**src/hw/rtl/rafc_pkg.sv**
```systemverilog
// Shared types, constants and fixed-point helpers for the rotational anisotropy field core.
`default_nettype none

package rafc_pkg;

  // Pipeline depth: table read, twelve arithmetic stages, output register
  localparam int NS = 14;
  localparam int MATERIALS_DEF = 16;

  // Request codes
  localparam logic [1:0] REQ_LOAD   = 2'd0;
  localparam logic [1:0] REQ_FIELD  = 2'd1;
  localparam logic [1:0] REQ_ENERGY = 2'd2;

  // Coefficient slots
  localparam logic [2:0] SLOT_AXES_END = 3'd6;  // slots below this hold axis components
  localparam logic [2:0] SLOT_CONST    = 3'd6;

  // Q.30 fractions, rounded to nearest
  localparam logic signed [33:0] C32_11 = 34'sd3123612579;
  localparam logic signed [33:0] C16_11 = 34'sd1561806289;
  localparam logic signed [33:0] C16_33 = 34'sd520602096;
  localparam logic signed [31:0] Q30_ONE = 32'sd1073741824;

  localparam logic signed [57:0] MAX48 = 58'sd140737488355327;
  localparam logic signed [57:0] MIN48 = -58'sd140737488355328;

  typedef struct packed {
    logic               is_energy;
    logic signed [47:0] base_x;
    logic signed [47:0] base_y;
    logic signed [47:0] base_z;
  } ctx_t;

  typedef struct packed {
    logic signed [31:0] f_x;
    logic signed [31:0] f_y;
    logic signed [31:0] f_z;
    logic signed [31:0] g_x;
    logic signed [31:0] g_y;
    logic signed [31:0] g_z;
    logic signed [47:0] k;
  } coef_t;

  typedef struct packed {
    ctx_t  ctx;
    coef_t coef;
  } side_t;

  // Projection results handed to the polynomial stages
  typedef struct packed {
    logic signed [31:0] sx;
    logic signed [31:0] sy;
    logic signed [31:0] sx2;
    logic signed [31:0] sy2;
    logic signed [32:0] t;
    logic signed [33:0] a1;   // 3*sx2 - sy2
    logic signed [33:0] b1;   // sx2 - 3*sy2
    logic signed [31:0] d;    // sx2 - sy2
  } proj_t;

  typedef struct packed {
    logic signed [36:0] px;
    logic signed [36:0] py;
    logic signed [36:0] he;   // poly * (sx2 - sy2)
  } poly_t;

  // Shift right by 30, truncating toward zero
  function automatic logic signed [65:0] q30(input logic signed [95:0] p);
    logic signed [95:0] adj;
    adj = p[95] ? p + 96'sd1073741823 : p;
    return $signed(adj[95:30]);
  endfunction

  function automatic logic signed [65:0] mulq(input logic signed [47:0] a,
                                              input logic signed [47:0] b);
    logic signed [95:0] p;
    p = 96'(a) * 96'(b);
    return q30(p);
  endfunction

  function automatic logic signed [47:0] sat48(input logic signed [57:0] v);
    logic signed [47:0] r;
    if (v > MAX48) r = MAX48[47:0];
    else if (v < MIN48) r = MIN48[47:0];
    else r = v[47:0];
    return r;
  endfunction

  function automatic logic signed [31:0] sat32(input logic signed [47:0] v);
    logic signed [31:0] r;
    if (v > 48'sd2147483647) r = 32'sh7fffffff;
    else if (v < -48'sd2147483648) r = 32'sh80000000;
    else r = v[31:0];
    return r;
  endfunction

endpackage

`default_nettype wire

```
**src/hw/rtl/rafc_table.sv**
```systemverilog
// Per-material axis and constant memories with registered read.
`default_nettype none

module rafc_table import rafc_pkg::*; #(
  parameter int MATERIALS = MATERIALS_DEF
) (
  input  logic               clk,
  input  logic               wr_en,
  input  logic               rd_en,
  input  logic [3:0]         material,
  input  logic [2:0]         slot,
  input  logic signed [47:0] value,
  output coef_t              coef
);

  localparam int AW = (MATERIALS > 1) ? $clog2(MATERIALS) : 1;

  logic [31:0] ax_mem [6][MATERIALS];
  logic [47:0] k_mem [MATERIALS];

  logic [7:0]    mat8;
  logic [AW-1:0] idx;
  logic          mat_ok;
  logic [31:0]   ax_rd_r [6];
  logic [47:0]   k_rd_r;
  logic          ok_r;

  assign mat8   = {4'b0, material};
  assign idx    = mat8[AW-1:0];
  assign mat_ok = 9'(material) < 9'(MATERIALS);

  // Load items write one coefficient
  always_ff @(posedge clk) begin
    if (wr_en && mat_ok) begin
      if (slot < SLOT_AXES_END) ax_mem[slot][idx] <= sat32(value);
      else if (slot == SLOT_CONST) k_mem[idx] <= value;
    end
  end

  // Registered read for the item entering the pipeline
  always_ff @(posedge clk) begin
    if (rd_en) begin
      for (int i = 0; i < 6; i++) ax_rd_r[i] <= ax_mem[i][idx];
      k_rd_r <= k_mem[idx];
      ok_r   <= mat_ok;
    end
  end

  // Out-of-range material reads as a zero entry
  always_comb begin
    coef.f_x = ok_r ? $signed(ax_rd_r[0]) : '0;
    coef.f_y = ok_r ? $signed(ax_rd_r[1]) : '0;
    coef.f_z = ok_r ? $signed(ax_rd_r[2]) : '0;
    coef.g_x = ok_r ? $signed(ax_rd_r[3]) : '0;
    coef.g_y = ok_r ? $signed(ax_rd_r[4]) : '0;
    coef.g_z = ok_r ? $signed(ax_rd_r[5]) : '0;
    coef.k   = ok_r ? $signed(k_rd_r) : '0;
  end

endmodule

`default_nettype wire

```
**config.mk**
```make
export PLATFORM = sky130hd
export DESIGN_NAME = rafc_table
export DESIGN_NICKNAME = d
export VERILOG_FILES = /design/src/hw/rtl/rafc_pkg.sv /design/src/hw/rtl/rafc_table.sv
export SDC_FILE = /design/constraint.sdc
export NUM_CORES = 2
export LEC_CHECK = 0
export BUFFER_PORTS_ARGS = -buffer_cell sky130_fd_sc_hd__buf_2
export CAP_MARGIN = 25
export CORE_MARGIN = 2
export CORE_UTILIZATION = 47
export DETAILED_ROUTE_END_ITERATION = 10
export GPL_ROUTABILITY_DRIVEN = 0
export SYNTH_ARGS = -nofsm -noshare
export SYNTH_HDL_FRONTEND = slang
export SYNTH_SLANG_ARGS = --single-unit
```
**constraint.sdc**
```tcl
create_clock -name clk -period 3.86 [get_ports clk]
set_clock_uncertainty 0.1 [all_clocks]
set_input_delay 0.579 -clock clk [delete_from_list [all_inputs] [get_ports clk]]
set_output_delay 0.579 -clock clk [all_outputs]
set_load 0.005 [all_outputs]
```
-- Yosys cells after proc, flatten, opt, wreduce, memory -nomap -nowiden
Memories as Yosys holds them, arrays and structs flattened. A register that Yosys moved wholly into a read port is not among the register bits.
Cells that the tools add are included.
Widths: inputs -> output; s select.
- flip-flop bits (word level): 0
- bits in writable memories: 4032
- output and inout port bits: 240
- logic and storage cells: 44
- memories kept: 3
- memory list (memory ; words ; width ; rd ports ; clocked after memory_dff ; write ports ; RTL line ; text):
    ax_mem ; 6 ; 512 ; 6 ; 0 ; 1 ; rafc_table.sv:18 ; logic [31:0] ax_mem [6][MATERIALS];
    k_mem ; 16 ; 48 ; 1 ; 1 ; 1 ; rafc_table.sv:19 ; logic [47:0] k_mem [MATERIALS];
    ax_rd_r ; 6 ; 32 ; 6 ; 0 ; 6 ; rafc_table.sv:24 ; logic [31:0] ax_rd_r [6];
- order comparisons: 5
- equal/unequal tests: 1
- multiplexer cells: 33
- bitwise logic cells: 1
- reductions and logical operators: 1
- operators by type and width (operator ; number):
    $bmux 32 s4 ; 6
    $mux 32 ; 17
    $mux 512 ; 1
    $demux 32 s4 ; 1
    $gt 48x32->1 const B ; 1
    $lt 48x32->1 const B ; 1
    $mux 1 ; 8
    $ge 5x5->1 const B ; 1
    $lt 5x1->1 const B ; 1
    $not 4->5 ; 1
    $eq 3x3->1 const B ; 1
    $lt 3x3->1 const B ; 1
    $logic_and 1x1->1 ; 1

-- Logic depth before layout (Yosys ltp)
- depth after elaboration: 6
- mapped depth: 8

-- Worst setup path after synthesis
Ideal clock, no wire load.
- kind: input to register
- start point: input port material[1]
- end point: memory k_mem[11][0], enable pin
- library setup time: 0.454 ns
- arrival time: 3.601 ns
- data required time: 3.306 ns
- setup slack: -0.295 ns
- stages: 6
- path buffers: 4
- cells stage by stage: buf_2 buf_2 buf_2 buf_1 nand3_1 nor2_1
- RTL lines (element ; RTL line ; text):
    start, declared ; rafc_table.sv:10 ; input logic [3:0] material,
    end, declared ; rafc_table.sv:19 ;
No word-level cell before the write port.

-- Worst setup path in the final report
- start point: input port value[37]
- end point: memory ax_mem[1][226] in the netlist's numbering, data pin
- longest elaborated chain between the ends: 5
- ends and longest elaborated chain (element ; RTL line ; text):
    start, declared ; rafc_table.sv:12 ; input logic signed [47:0] value,
    $lt 48x32->1 ; rafc_pkg.sv:93 ; else if (v < -48'sd2147483648) r = 32'sh80000000;
    $mux 32 ; rafc_pkg.sv:93 ;
    $mux 32 (*) ; rafc_pkg.sv:92 ; if (v > 48'sd2147483647) r = 32'sh7fffffff;
    $mux 32 (*) ; rafc_table.sv:35 ; if (slot < SLOT_AXES_END) ax_mem[slot][idx] <= sat32(value);
    $mux 32 (*) ; rafc_table.sv:34 ; if (wr_en && mat_ok) begin
    end, declared ; rafc_table.sv:18 ;
Mark *: on every way between the ends. The rest lies on a longest branch, timed or not. The select of a mux whose other input is x is not followed.

==> impl_metrics.tcl <==
set metrics [dict create \
    outcome "finished clean" \
    ys_ff_latch 4080 \
    cts.htree.levels 5 \
    clkTransAtPathRegs_ns 0.06 \
    grt.met2_usage_pct 37.62 \
    yosysMostFrequentCell "edfxtp_1" \
    max_slew.worst_pin.slew_ns 1.024 \
    p_clk_share_pct 42.4 \
    cp_top_family "buffers and inverters" \
    p_switching_w 0.01960 \
    async_reset_ff_share_pct 0 \
    crit_buf_inv 7 \
    yosys-top-cells-count "4080 x edfxtp_1, 960 x mux4_2, 480 x a22oi_1, 322 x nand2_1, 171 x clkbuf_1" \
    cp.arrival_ns 3.60 \
    fin_nets 7099 \
    p_int_w 0.07340 \
    dpl.hpwl_microns 190200 \
    first_iter_violations 9360 \
    port_buffers 297 \
    finalPower_w 0.09299 \
    tns_ns 0 \
    drcViolationCount 0 \
    yosys.area.top_type "edfxtp_1" \
    cp.required_ns 4.33 \
    via_per_inst 6.055 \
    synthAdderAreaFrac_pct 0 \
    cts_buffer_depth 4 \
    powerDensity_mw_per_mm2 529.2 \
    grt_start_max_net_pins 114 \
    cpMaxStageDelayCell "dlygate4sd3_1" \
    seqPwrFrac_pct 53.2 \
    cap_violations 0 \
    grt_overflow 0 \
    clock_latency_ns 0.98 \
    multi_input_area_sq_mm 0.02820 \
    synth_area_per_cell_sq_um 23.88 \
    crit_cells 11 \
    hold_viol_final 0 \
    combPwrFrac_pct 4.5 \
    whs_path_depth 2 \
    p_leak_nw 57.44 \
    muxShareOfSynthArea_pct 14.30 \
    coreArea_sq_mm 0.3206 \
    netlist.area_leader.share_pct 81.05 \
    peakVddDrop_mv 0.4786 \
    grt_usage_pct 23.06 \
    synth_nets 6388 \
    rsz0062_at_grt "false" \
    ant_nets 0 \
    yosys.area_share.simple_pct 1.208 \
    ff2ff_path_depth 3 \
    synth_area_leaders "edfxtp_1 81%, mux4_2 14%, a22oi_1 2.4%" \
    critPathMaxFanout 80 \
    synth_flop_cell "edfxtp_1" \
    wirelength_microns 376300 \
    row_count 208 \
    n_fill_cell 23940 \
    end_kind "flop" \
    post-route-period-util_pct 81.10 \
    gr-usage-met1_pct 32.25 \
    synth_warnings 0 \
    antenna_found_initial 45 \
    initial_utilization_pct 47.15 \
    finalSetupViolations 0 \
    die_h_microns 571.1 \
    final_max_slew_viol_count 0 \
    fmax_mhz 319.4 \
    drive_gt1_share_pct 30.64 \
    grt_pass1_vias 73060 \
    synth_enable_flop_cells 4080 \
    switching_share_pct 21.07 \
    synth_top_family_by_area "multiplexers" \
    timing.hold.ws_ns 0.07276 \
    register_area_sq_mm 0.1225 \
    fin_util_pct 54.81 \
    grtUsageMet3_pct 4.077 \
    cts_buffers 410 \
    hold_class "input pin to flop" \
    critPathMaxStageDelay_ns 0.57 \
    stdcell_count 11690 \
    wl_per_cell_microns 32.18 \
    die_x_microns 571.1 \
    grt_pass1_wl_microns 533200 \
    ys_seq_area_share_pct 81.05 \
    cts_tree "done" \
    io_pins 298 \
    cts-root-buf "clkbuf_16" \
    area_growth_syn_to_layout_pct 16.25 \
    worstPathCellList "dlygate4sd3_1, buf_2, buf_4, nor4_1, nand3_1, o31ai_4, buf_12, buf_12, nand2_4, buf_4, buf_16" \
    first_pass_iters 6 \
    clkSinkCount 4080 \
    vias 70810 \
    syn_area_sq_mm 0.1512 \
    start_kind "input pin" \
    dp_cells 10880 \
    busiest_layer "met2" \
    synthXorXnorAreaFrac_pct 0 \
    crit_type "input pin to flop" \
    synthCells 6330 \
    synth_compound_area_share_pct 2.401 \
    slew_headroom_pct 31.74 \
    finalCriticalPeriod_ns 3.131 \
    die_area_sq_mm 0.3262 \
    ys_types 28 \
]
-- kinds of logic (layout without fill, tap and decap cells) --
logic type | count (synthesis) | count (layout)
AOI/OAI and AO/OA | 483 | 483
buffers and inverters | 342 | 1387
DFF | 4080 | 4080
muxes | 960 | 960
other | 0 | 14
and+or+nand+nor | 465 | 465
-- cells in the final DEF (no fill, tap or decap), drive strengths merged --
| master | count |
|---|---|
| nand2 | 322 |
| a21bo | 1 |
| inv | 14 |
| diode | 14 |
| o31ai | 1 |
| clkinv | 175 |
| nand2b | 2 |
| or3b | 2 |
| nor2b | 2 |
| o41ai | 1 |
| mux4 | 960 |
| edfxtp | 4080 |
| bufinv | 44 |
| nand3b | 4 |
| buf | 594 |
| nor2 | 116 |
| nor3 | 2 |
| clkinvlp | 12 |
| clkbuf | 502 |
| a22oi | 480 |
| dlygate4sd3 | 46 |
| nor4 | 2 |
| nand4 | 4 |
| nand3 | 2 |
| or4 | 1 |
| nor3b | 2 |
| and4b | 1 |
| or2 | 1 |
| or3 | 1 |
| and2 | 1 |
-- area by class of cell --
| class | count | share of cell area [%] |
|---|---|---|
| flip-flops and latches | 4080 | 69.72 |
| multi-input cells | 1908 | 16.05 |
| clock buffers | 502 | 6.047 |
| repair buffers | 640 | 3.529 |
| well taps | 4305 | 3.065 |
| clock inverters | 244 | 1.566 |
| diodes | 14 | 0.01994 |
| inverters | 1 | 0.002136 |
-- flip-flops by register name, indices dropped and copies added (netlist names) --
name     cells
k_mem      768
ax_rd_r    192
k_rd_r      48
ax_mem    3072
-- metrics by stage --
step | setup slack (ns) | cell area [sq um]
floorplan | -0.2950 | 151200
global placement | 0.3327 | 161700
detailed placement | 0.2968 | 161700
CTS | 0.7030 | 175600
global route | 0.5973 | 175700
finish | 0.7295 | 175700
-- worst paths after layout --
kind	slack (ns)	to	startpoint
max	0.73	ax_mem[1][226]	value[37]
min	0.07	k_mem[13][46]	value[46]
max reg2reg	1.93	ax_rd_r[2][8]	ax_mem[2][392]
min reg2reg	0.61	k_rd_r[8]	k_mem[7][8]
-- routing by layer --
metal  share of wire (%)  vias to the layer above
met3                 8.1                      581
met4                 2.9                       28
met5               0.041                        -
li1                    -                    28630
met2                  49                     3075
met1                  40                    38500
-- power groups by stage --
stage	clock network, W	logic [W]	registers [W]
after floorplan	0	0.00220	0.0504
after global routing	0.0418	0.00444	0.0494
after global placement	0	0.00406	0.0504
after CTS	0.0401	0.00420	0.0495
after detailed placement	0	0.00415	0.0504
final	0.0394	0.00415	0.0494
-- what timing repair did --
item | 4_1_cts | 5_1_grt
hold buffers | 46 | 0
endpoints found under the hold margin | 701 | 0
setup buffers | 0 | 0
gates resized for setup | 0 | 0
(Power assumes the default switching activity.)
