File: src/hw/rtl/rafc_pkg.sv
// Shared types, constants and fixed-point helpers for the rotational anisotropy field core.
`default_nettype none

package rafc_pkg;

  // Pipeline depth: table read, twelve arithmetic stages, output register
  localparam int NS = 14;
  localparam int MATERIALS_DEF = 16;

  // Request codes
  localparam logic [1:0] REQ_LOAD   = 2'd0;
  localparam logic [1:0] REQ_FIELD  = 2'd1;
  localparam logic [1:0] REQ_ENERGY = 2'd2;

  // Coefficient slots
  localparam logic [2:0] SLOT_AXES_END = 3'd6;  // slots below this hold axis components
  localparam logic [2:0] SLOT_CONST    = 3'd6;

  // Q.30 fractions, rounded to nearest
  localparam logic signed [33:0] C32_11 = 34'sd3123612579;
  localparam logic signed [33:0] C16_11 = 34'sd1561806289;
  localparam logic signed [33:0] C16_33 = 34'sd520602096;
  localparam logic signed [31:0] Q30_ONE = 32'sd1073741824;

  localparam logic signed [57:0] MAX48 = 58'sd140737488355327;
  localparam logic signed [57:0] MIN48 = -58'sd140737488355328;

  typedef struct packed {
    logic               is_energy;
    logic signed [47:0] base_x;
    logic signed [47:0] base_y;
    logic signed [47:0] base_z;
  } ctx_t;

  typedef struct packed {
    logic signed [31:0] f_x;
    logic signed [31:0] f_y;
    logic signed [31:0] f_z;
    logic signed [31:0] g_x;
    logic signed [31:0] g_y;
    logic signed [31:0] g_z;
    logic signed [47:0] k;
  } coef_t;

  typedef struct packed {
    ctx_t  ctx;
    coef_t coef;
  } side_t;

  // Projection results handed to the polynomial stages
  typedef struct packed {
    logic signed [31:0] sx;
    logic signed [31:0] sy;
    logic signed [31:0] sx2;
    logic signed [31:0] sy2;
    logic signed [32:0] t;
    logic signed [33:0] a1;   // 3*sx2 - sy2
    logic signed [33:0] b1;   // sx2 - 3*sy2
    logic signed [31:0] d;    // sx2 - sy2
  } proj_t;

  typedef struct packed {
    logic signed [36:0] px;
    logic signed [36:0] py;
    logic signed [36:0] he;   // poly * (sx2 - sy2)
  } poly_t;

  // Shift right by 30, truncating toward zero
  function automatic logic signed [65:0] q30(input logic signed [95:0] p);
    logic signed [95:0] adj;
    adj = p[95] ? p + 96'sd1073741823 : p;
    return $signed(adj[95:30]);
  endfunction

  function automatic logic signed [65:0] mulq(input logic signed [47:0] a,
                                              input logic signed [47:0] b);
    logic signed [95:0] p;
    p = 96'(a) * 96'(b);
    return q30(p);
  endfunction

  function automatic logic signed [47:0] sat48(input logic signed [57:0] v);
    logic signed [47:0] r;
    if (v > MAX48) r = MAX48[47:0];
    else if (v < MIN48) r = MIN48[47:0];
    else r = v[47:0];
    return r;
  endfunction

  function automatic logic signed [31:0] sat32(input logic signed [47:0] v);
    logic signed [31:0] r;
    if (v > 48'sd2147483647) r = 32'sh7fffffff;
    else if (v < -48'sd2147483648) r = 32'sh80000000;
    else r = v[31:0];
    return r;
  endfunction

endpackage

`default_nettype wire

File: src/hw/rtl/rafc_ctrl.sv
// Pipeline valid chain and per-stage advance enables.
`default_nettype none

module rafc_ctrl import rafc_pkg::*; (
  input  logic          clk,
  input  logic          rst_n,
  input  logic          in_valid,
  input  logic          in_compute,
  input  logic          out_ready,
  output logic [NS-1:0] en,
  output logic          in_ready,
  output logic          out_valid
);

  logic [NS-1:0] v_r;

  // A stage may load when it is empty or its contents move on
  always_comb begin
    en[NS-1] = !v_r[NS-1] || out_ready;
    for (int i = NS-2; i >= 0; i--) begin
      en[i] = !v_r[i] || en[i+1];
    end
  end

  always_ff @(posedge clk) begin
    if (!rst_n) begin
      v_r <= '0;
    end else begin
      if (en[0]) v_r[0] <= in_valid && in_compute;
      for (int i = 1; i < NS; i++) begin
        if (en[i]) v_r[i] <= v_r[i-1];
      end
    end
  end

  assign in_ready  = en[0];
  assign out_valid = v_r[NS-1];

endmodule

`default_nettype wire

File: config.mk
export PLATFORM = sky130hd
export DESIGN_NAME = rafc_ctrl
export DESIGN_NICKNAME = d
export VERILOG_FILES = /design/src/hw/rtl/rafc_pkg.sv /design/src/hw/rtl/rafc_ctrl.sv
export SDC_FILE = /design/constraint.sdc
export NUM_CORES = 1
export LEC_CHECK = 0
export BUFFER_PORTS_ARGS = -buffer_cell sky130_fd_sc_hd__buf_2
export CAP_MARGIN = 20
export CORE_AREA = 2 2 39 41
export CTS_CLUSTER_SIZE = 16
export DETAILED_ROUTE_END_ITERATION = 8
export DIE_AREA = 0 0 41 43
export HOLD_SLACK_MARGIN = 0.08
export MAX_ROUTING_LAYER = met4
export PLACE_DENSITY_LB_ADDON = 0.25
export SYNTH_ARGS = -nofsm -noshare
export SYNTH_HDL_FRONTEND = slang
export SYNTH_SLANG_ARGS = --single-unit
File: constraint.sdc
create_clock -name clk -period 2.38 [get_ports clk]
set_input_delay 0.476 -clock clk [delete_from_list [all_inputs] [get_ports clk]]
set_output_delay 0.476 -clock clk [all_outputs]
set_load 0.01 [all_outputs]
# Yosys cells after proc, flatten, opt, wreduce, memory -nomap -nowiden
# Cells that the tools add are included.
totals:
  wordCells: 43
  reg_bits: 14
  out_inout_bits: 16
op_classes:
  n_reduce_logical: 29
ops:
  columns: ["operator", "count"]
  rows:
  - ["1-bit zero test", 14]
  - ["1-bit logical OR", 14]
  - ["1-bit logical AND", 1]

# Logic depth before layout (Yosys ltp)
# Gate-level depths: netlist of run 1.
depth:
  ltp_word: 15
  mapped_depth: 5
  ltp_nobuf: 4

# Least setup slack after synthesis of run 1
# OpenSTA, ideal clock, no wires.
synth_path:
  kind: "input-to-output"
  startpoint: "input out_ready"
  endpoint: "output en[0]"
  arrival_time_ns: 1.555
  path_slack_ns: 0.349
  required_time_ns: 1.904
  n_path_buf: 1
  stages: 5
  cell_sequence: "and4b_4 -> inv_2 -> nor3_2 -> nand3_1 -> buf_4"
synth_between:
  elab_chain_len: 14
synth_rtl:
  columns: ["item", "line", "text"]
  rows:
  - ["from (decl)", "rafc_ctrl.sv:9", "input logic out_ready,"]
  - ["1-bit logical OR", "rafc_ctrl.sv:19", "en[NS-1] = !v_r[NS-1] || out_ready;"]
  - ["1-bit logical OR (2 in a row)", "rafc_ctrl.sv:21", "en[i] = !v_r[i] || en[i+1];"]
  - ["via en[11]", "rafc_ctrl.sv:10", "output logic [NS-1:0] en,"]
  - ["1-bit logical OR (11 in a row)", "rafc_ctrl.sv:21", null]
  - ["to (decl)", "rafc_ctrl.sv:10", null]
# The timed path passes the listed nets, and every way through them passes these cells.

# Worst setup path in the final report of run 1
layout_path:
  startpoint: "register v_r[12]"
  endpoint: "output en[0]"
layout_between:
  elab_chain_len: 14
layout_rtl:
  columns: ["item", "line", "text"]
  rows:
  - ["from (decl)", "rafc_ctrl.sv:15", "logic [NS-1:0] v_r;"]
  - ["from (signal, indexed assignment)", "rafc_ctrl.sv:31", "if (en[i]) v_r[i] <= v_r[i-1];"]
  - ["1-bit zero test", "rafc_ctrl.sv:21", null]
  - ["1-bit logical OR (13 in a row)", "rafc_ctrl.sv:21", null]
# No other way between the ends.

==> flow_metrics.tcl, run 1 <==
set metrics [dict create \
    outcome "finished clean" \
    finalPower_mw 0.416 \
    drtAntennaViolNets 0 \
    synth_top_area_share_pct 47.0 \
    routedWlPerCell_um 10.7 \
    avgSynthCellArea_um2 8.78 \
    die_height_um 43 \
    cp.arrival_ns 1.66 \
    port_buffers 20 \
    cts_max_path_buffers 2 \
    ys_warn_count 0 \
    period_share_pct 89.8 \
    rsz0062_at_grt "no" \
    clock_skew_ns 0.00339 \
    coreArea_mm2 0.00138 \
    vdd_drop_max_mv 0.339 \
    min_period_ns 2.14 \
    tns_ns 0 \
    grt_pass1_wl_mm 1.84 \
    nNetsFinal 96 \
    maxSlewViolCount 0 \
    powerDensity_mw_per_mm2 561 \
    drive_above_1_share_pct 30.0 \
    synth_nets 73 \
    critPathCaptureType "output pin" \
    netlist_top_cells_area "dfxtp_1, o21a_1, inv_1" \
    synth_enable_flop_cells 0 \
    synthCells 68 \
    maxCapViolations 0 \
    drtIter0Drc 12 \
    hpwl_um 845 \
    final_cell_mix "buf_2, dfxtp_1, inv_1, o21a_1, nand2_1" \
    cts_resized 0 \
    die_w_um 41 \
    viasPerCell 4.98 \
    clock_latency_ns 0.28 \
    grt_max_degree 17 \
    hold_class "input pin to register" \
    ys_types 25 \
    ios 21 \
    drc 0 \
    p_leak_nw 0.259 \
    cts.clk_slew.worst_paths_ns 0.08 \
    largest_reg_flops 14 \
    gp_congestion 0.795 \
    yosysTopAreaCell "dfxtp_1" \
    cts-buffers-inserted 3 \
    layout_commonest_cell "buf_2" \
    dr_total_vias 528 \
    max_flop_register "v_r" \
    cts.sinks 14 \
    final_util_pct 53.6 \
    start_util_pct 43.1 \
    worstSetupPathType "register to output pin" \
    htree_levels 1 \
    fillers 147 \
    required_ns 1.90 \
    first_global_vias 469 \
    wl_mm 1.14 \
    dieArea_mm2 0.00176 \
    synth.cell_area_um2 597 \
    core.rowCount 14 \
    firstDrtPassIters 4 \
    tritoncts "built" \
    finalHoldViolCount 0 \
    tightest_slew_ns 0.382 \
    cts_setup_buffers 0 \
    area_growth_pct 24.3 \
    max_freq_mhz 468 \
    overflow 0 \
    crit_path_max_fanout 8 \
    diodes 0 \
    cts_hold_buf 0 \
    yosys_register_bits 14 \
    grtUsageTotal_pct 15.8 \
    synth-async-reset-ratio_pct 0 \
    synth_ff_type "dfxtp_1" \
    top_regs "v_r: 14 flops" \
    cp-start-kind "register" \
    setup_viol 0 \
    cts-root-buf "clkbuf_4" \
    antenna_found_initial 0 \
    yosysSeqAreaShare_pct 47.0 \
    slew_headroom_pct 74.3 \
]
-- stage by stage --
stage	cells	setup WS, ns	cell area (um^2)	hold WS [ns]
floorplan	68	0.349	597	0.456
global placement	102	0.285	706	0.474
detailed placement	102	0.257	706	0.479
CTS	106	0.230	742	0.427
global route	106	0.0949	742	0.429
finish	106	0.244	742	0.430
-- critical path: stages (launching register included) --
cell	delay [ns]
dfxtp_1	0.38
and4b_4	0.28
inv_2	0.08
nor3_2	0.35
nand3_1	0.14
buf_2	0.16
-- where the power goes --
| group | internal (mW) | leakage [nW] | switching, mW |
|---|---|---|---|
| registers | 0.236 | 0.113 | 0.00179 |
| clock network | 0.0930 | 0.0210 | 0.0757 |
| logic | 0.00519 | 0.125 | 0.00471 |
| total | 0.334 | 0.259 | 0.0822 |
-- kinds of logic (layout without fill, tap and decap cells) --
kind of cell           Yosys count  after routing  share of synthesized area [%]
AO/OA/AOI/OAI                   14             14                           17.4
AND/OR/NAND/NOR                 28             28                           27.5
flip-flops                      14             14                           47.0
buffers and inverters           12             34                           8.17
-- Yosys cell counts (2+ instances only) --
master and count:
dfxtp_1 14, nand4_1 3, nor2b_1 2, and3_1 2, nor3_1 2, nand3_1 4, nor2_1 2, nand2_1 5
inv_1 9, o21a_1 8, a22o_1 2, and2_1 2
-- final timing paths --
kind	to	from	cells after the start	slack [ns]
worst min-delay path	v_r[0]	in_compute	3	0.43
worst max register to register	v_r[0]	v_r[12]	4	0.93
worst max-delay path	en[0]	v_r[12]	5	0.24
worst min register to register	v_r[12]	v_r[11]	2	0.50
-- layer usage --
layer / wire [um] / GRT usage [%] / share of wire (%)
met2: 509 / 22.5 / 45
met4: 10 / 8.00 / 0.88
met5: 0 / - / 0
met3: 68 / 6.28 / 6.0
met1: 548 / 18.4 / 48
-- area by class of cell --
cell class	instances	area, um^2	share of cell area (%)
Inverter	10	37.5	5.06
Clock buffer	4	36.3	4.89
Sequential cell	14	280	37.8
Timing Repair Buffer	20	100	13.5
Tap cell	16	20.0	2.70
Multi-Input combinational cell	42	268	36.1
Note: power is estimated with default switching activity, not from simulation.
==> inputs of run 2 (changes only) <==
Settings changed: PLACE_DENSITY set to 0.78, PLACE_DENSITY_LB_ADDON 0.25 to unset.
==> flow_metrics.tcl, run 2 (synthesis gave the netlist of run 1 again) <==
set metrics [dict create \
    power_frac_seq_pct 64.1 \
    drc 0 \
    place_ws_ns 0.281 \
    final_cell_mix "buf_2, dfxtp_1, inv_1, o21a_1, nand2_1" \
    cpPeakStageDelay_ns 0.35 \
    clock_skew_ns 0.00393 \
    powerDensity_mw_per_mm2 509 \
    cts_hold_buf 0 \
    grt_max_degree 17 \
    holdPathStages 3 \
    coreArea_mm2 0.00138 \
    rsz0062_at_grt "no" \
    hpwl_um 831 \
    dr_total_vias 528 \
    cts_resized 0 \
    largest_reg_flops 14 \
    cts-buffers-inserted 3 \
    fillers 135 \
    tns_ns 0 \
    firstDrtPassIters 4 \
    cts_setup_buffers 0 \
    min_period_ns 2.10 \
    gp_congestion 0.716 \
    regArea_um2 280 \
    ios 21 \
    routedWlPerCell_um 10.2 \
    antenna_found_initial 0 \
    p_int_mw 0.299 \
    p_leak_nw 0.251 \
    max_flop_register "v_r" \
    r2r_cells 4 \
    r2r_end "v_r[0]" \
    multi_input_area_um2 268 \
    layout_commonest_cell "buf_2" \
    rr_startpoint "v_r[12]" \
    cts-root-buf "clkbuf_4" \
    hold_class "input pin to register" \
    cp-start-kind "input pin" \
    wl_mm 1.07 \
    cts.sinks 14 \
    swShare_pct 19.2 \
    dpl_cell_area_um2 706 \
    cts_max_path_buffers 2 \
    slew_headroom_pct 75.7 \
    finalPower_mw 0.371 \
    clock_latency_ns 0.27 \
    maxSlewViolCount 0 \
    area_growth_pct 22.0 \
    die_w_um 41 \
    crit_top_cell "buf_2" \
    tightest_slew_ns 0.362 \
    period_share_pct 88.1 \
    crit_buf_inv 3 \
    drive_above_1_share_pct 29.2 \
    outcome "finished clean" \
    cp.arrival_ns 1.62 \
    drtAntennaViolNets 0 \
    hold_start "in_compute" \
    hold-path-endpoint "v_r[0]" \
    nNetsFinal 96 \
    viasPerCell 5.03 \
    diodes 0 \
    crit_path_top_delay_cell "nor3_2" \
    required_ns 1.90 \
    setup_viol 0 \
    crit_path_cell_trace "buf_2 > and4b_4 > inv_2 > nor3_2 > nand3_1 > buf_2" \
    dieArea_mm2 0.00176 \
    switchingPower_mw 0.0712 \
    maxCapViolations 0 \
    core.rowCount 14 \
    cp_top_family "simple AND/OR/NAND/NOR gates" \
    pwr-share-comb_pct 2.7 \
    worstSetupPathType "input pin to output pin" \
    drtIter0Drc 4 \
    cts.clk_slew.worst_paths_ns 0.07 \
    port_buffers 20 \
    top_regs "v_r: 14 flops" \
    start_util_pct 43.1 \
    design_area_um2 728 \
    finalHoldWorstSlack_ns 0.447 \
    grtUsageTotal_pct 13.4 \
    grt_pass1_wl_mm 1.58 \
    htree_levels 1 \
    critPathCaptureType "output pin" \
    rrSetupSlack_ns 0.97 \
    overflow 0 \
    vdd_drop_max_mv 0.203 \
    crit_path_max_fanout 8 \
    finalHoldViolCount 0 \
    max_freq_mhz 477 \
    first_global_vias 408 \
    power.share.clock_pct 33.2 \
    setup_slack_ns 0.283 \
    tritoncts "built" \
    die_height_um 43 \
]
[run 2: cell types whose count changed in the layout (fill, tap and decap cells not counted), sizes merged]
cell / previous run / this run
clkbuf: 4 / 3
[run 2: layout make-up]
type	instances	share of cell area (%)
Clock buffer	3	3.09
Tap cell	16	2.75
Multi-Input combinational cell	42	36.8
Sequential cell	14	38.5
Inverter	10	5.15
Timing Repair Buffer	20	13.7
[run 2: how the worst max path moves through the flow]
stage	start	to	slack [ns]	cells past startpoint
after floorplan	out_ready	en[0]	0.35	5
after global placement	out_ready	en[0]	0.30	6
after detailed placement	out_ready	en[0]	0.28	6
after CTS	v_r[12]	en[0]	0.27	5
after global routing	v_r[12]	in_ready	0.13	5
final	out_ready	en[0]	0.28	6
[run 2: tightest hold or removal path, cell delays in order]
cell	delay [ns]
buf_2	0.09
nand2_1	0.05
a21boi_1	0.05
[run 2: power by group through the flow]
stage / clock network, mW / registers, mW / logic [mW]
finish: 0.123 / 0.238 / 0.00990
floorplan: 0 / 0.243 / 0.00530
global placement: 0 / 0.243 / 0.00984
global route: 0.136 / 0.238 / 0.0110
detailed placement: 0 / 0.243 / 0.00994
CTS: 0.130 / 0.238 / 0.00995
[run 2: metal layers]
layer  share of wire (%)  global-route usage (%)  vias to the layer above
met4                 1.3                    10.0                        0
met3                 5.1                    1.57                        2
met2                  50                    19.1                       13
met1                  43                    16.6                      233
li1                    -                       -                      280
met5                   0                       -                        -
[run 2: metrics by stage]
step / cells / utilization [%]
floorplan: 68 / -
global placement: 102 / 51.0
detailed placement: 102 / 51.0
CTS: 105 / 52.6
global route: 105 / 52.6
finish: 105 / 52.6
==> inputs of run 3 (changes only) <==
Settings changed: ABC_AREA set to 1, PLACE_DENSITY 0.78 to 0.76, REMOVE_ABC_BUFFERS set to 1.
Clock period 2.38 ns to 2.2 ns, I/O delays scaled along.
==> flow_metrics.tcl, run 3 <==
set metrics [dict create \
    outcome "finished clean" \
    r2r_end "v_r[0]" \
    power.share.clock_pct 34.0 \
    dpl_cell_area_um2 681 \
    synth_top_area_share_pct 49.0 \
    design_area_um2 747 \
    core.rowCount 14 \
    yosysSeqAreaShare_pct 49.0 \
    pwr-share-comb_pct 2.8 \
    multi_input_area_um2 233 \
    netlist_top_cells_count "inv_1, dfxtp_1, a21oi_1" \
    crit_path_top_delay_cell "nor2_4" \
    dr_total_vias 470 \
    max_flop_register "v_r" \
    finalHoldViolCount 0 \
    cp-startpoint "out_ready" \
    hpwl_um 749 \
    crit_path_cell_trace "buf_2 > inv_1 > nand3_4 > nor2_4 > nand4_4 > nor2_4 > nand4_4 > nor2_4 > nand4_4 > buf_2" \
    die_height_um 43 \
    yosysTopAreaCell "dfxtp_1" \
    maxCapViolations 0 \
    cp-start-kind "input pin" \
    largest_reg_flops 14 \
    gp_congestion 0.625 \
    worstSetupPathType "input pin to output pin" \
    hold_class "input pin to register" \
    cts_hold_buf 0 \
    tightest_slew_ns 0.406 \
    rrSetupSlack_ns 0.66 \
    overflow 0 \
    start_util_pct 41.3 \
    diodes 0 \
    p_int_mw 0.321 \
    cts.clk_slew.worst_paths_ns 0.07 \
    drive_above_1_share_pct 42.0 \
    viasPerCell 4.52 \
    min_period_ns 2.10 \
    first_global_vias 421 \
    maxSlewViolCount 0 \
    p_leak_nw 0.289 \
    ios 21 \
    period_share_pct 95.4 \
    cts-root-buf "clkbuf_4" \
    avgSynthCellArea_um2 8.93 \
    powerDensity_mw_per_mm2 542 \
    drtIter0Drc 2 \
    clock_latency_ns 0.27 \
    layout_commonest_cell "buf_2" \
    dp.cells 98 \
    ys_warn_count 0 \
    cts_max_path_buffers 2 \
    r2r_cells 9 \
    slew_headroom_pct 72.9 \
    cts-buffers-inserted 3 \
    die_w_um 41 \
    tritoncts "built" \
    grt_max_degree 14 \
    switchingPower_mw 0.0837 \
    drtAntennaViolNets 0 \
    grt_pass1_wl_mm 1.52 \
    top_regs "v_r: 14 flops" \
    firstDrtPassIters 4 \
    ys_types 13 \
    synth-async-reset-ratio_pct 0 \
    clock_skew_ns 0.00299 \
    port_buffers 20 \
    yosys_register_bits 14 \
    regArea_um2 285 \
    grtUsageTotal_pct 13.3 \
    vdd_drop_max_mv 0.325 \
    routedWlPerCell_um 9.60 \
    area_growth_pct 30.6 \
    htree_levels 1 \
    antenna_found_initial 0 \
    max_freq_mhz 477 \
    crit_path_max_fanout 5 \
    drc 0 \
    cts.sinks 14 \
    rr_startpoint "v_r[13]" \
    synth_enable_flop_cells 0 \
    synthCells 64 \
    dieArea_mm2 0.00176 \
    rsz0062_at_grt "yes" \
    critPathCaptureType "output pin" \
    wl_um 998 \
    synthMostInstantiatedCell "inv_1" \
    nNetsFinal 95 \
    required_ns 1.76 \
    fillers 145 \
    swShare_pct 20.7 \
    final_cell_mix "buf_2, inv_1, dfxtp_1, a21oi_1, nor2_1" \
    cp.arrival_ns 1.66 \
    cpPeakStageDelay_ns 0.21 \
    netlist_top_cells_area "dfxtp_1, inv_1, a21oi_1" \
    power_frac_seq_pct 63.2 \
    coreArea_mm2 0.00138 \
    synth_ff_type "dfxtp_1" \
    crit_end "in_ready" \
    synth.cell_area_um2 572 \
    setup_viol 0 \
    finalNonFillerCells 104 \
]
-- run 3: worst min path at each step --
stage / slack [ns] / end / cells after the start / startpoint
after floorplan: 0.44 / v_r[1] / 2 / v_r[0]
after global placement: 0.45 / v_r[1] / 2 / v_r[0]
after detailed placement: 0.46 / v_r[13] / 2 / v_r[12]
after CTS: 0.38 / v_r[3] / 2 / rst_n
after global routing: 0.37 / v_r[3] / 2 / rst_n
final: 0.38 / v_r[3] / 2 / rst_n
-- run 3: power groups by stage --
stage | combinational (mW) | clock (mW) | sequential [mW]
finish | 0.0112 | 0.138 | 0.256
global route | 0.0130 | 0.159 | 0.256
CTS | 0.0111 | 0.146 | 0.257
detailed placement | 0.0110 | 0 | 0.263
global placement | 0.0107 | 0 | 0.263
floorplan | 0.00590 | 0 | 0.262
-- run 3: cells by family after synthesis --
group | share of synthesized area [%]
and+or+nand+nor | 26.3
AOI/OAI and AO/OA | 11.6
buffers and inverters | 13.1
DFF | 49.0
-- run 3: per-stage QoR --
| step | total power, mW | utilization [%] | setup slack (ns) | setup TNS (ns) | hold slack, ns |
|---|---|---|---|---|---|
| CTS | 0.414 | 50.8 | 0.0282 | 0 | 0.377 |
| floorplan | 0.268 | - | 0.277 | 0 | 0.442 |
| global placement | 0.273 | 49.2 | 0.148 | 0 | 0.453 |
| finish | 0.405 | 54.0 | 0.102 | 0 | 0.381 |
| global route | 0.428 | 54.0 | -0.0156 | -0.0312 | 0.371 |
| detailed placement | 0.274 | 49.2 | 0.111 | 0 | 0.463 |
-- run 3: what timing repair did --
item                                   in CTS  in global routing
setup endpoints to repair                   0                  5
endpoints found under the hold margin       0                  0
buffers inserted                            0                  3
resized for setup                           0                  5
-- run 3: routing by layer --
layer / wire length, um / track usage, % / vias up
met5: 0 / - / -
met4: 0 / 2.00 / 0
met3: 85 / 7.85 / 0
met2: 498 / 21.6 / 19
met1: 414 / 13.7 / 207
li1: - / - / 244
-- run 3: critical path: cells and delay by family --
kind	cells	cell delay [ns]
and+or+nand+nor	7	0.87
buffers and inverters	3	0.35
-- run 3: cell type report --
class	instances	area share, %
sequential	14	38.2
multi-input combinational	31	31.2
timing repair buffer	23	16.4
inverter	17	8.54
clock buffer	3	3.02
tap	16	2.68
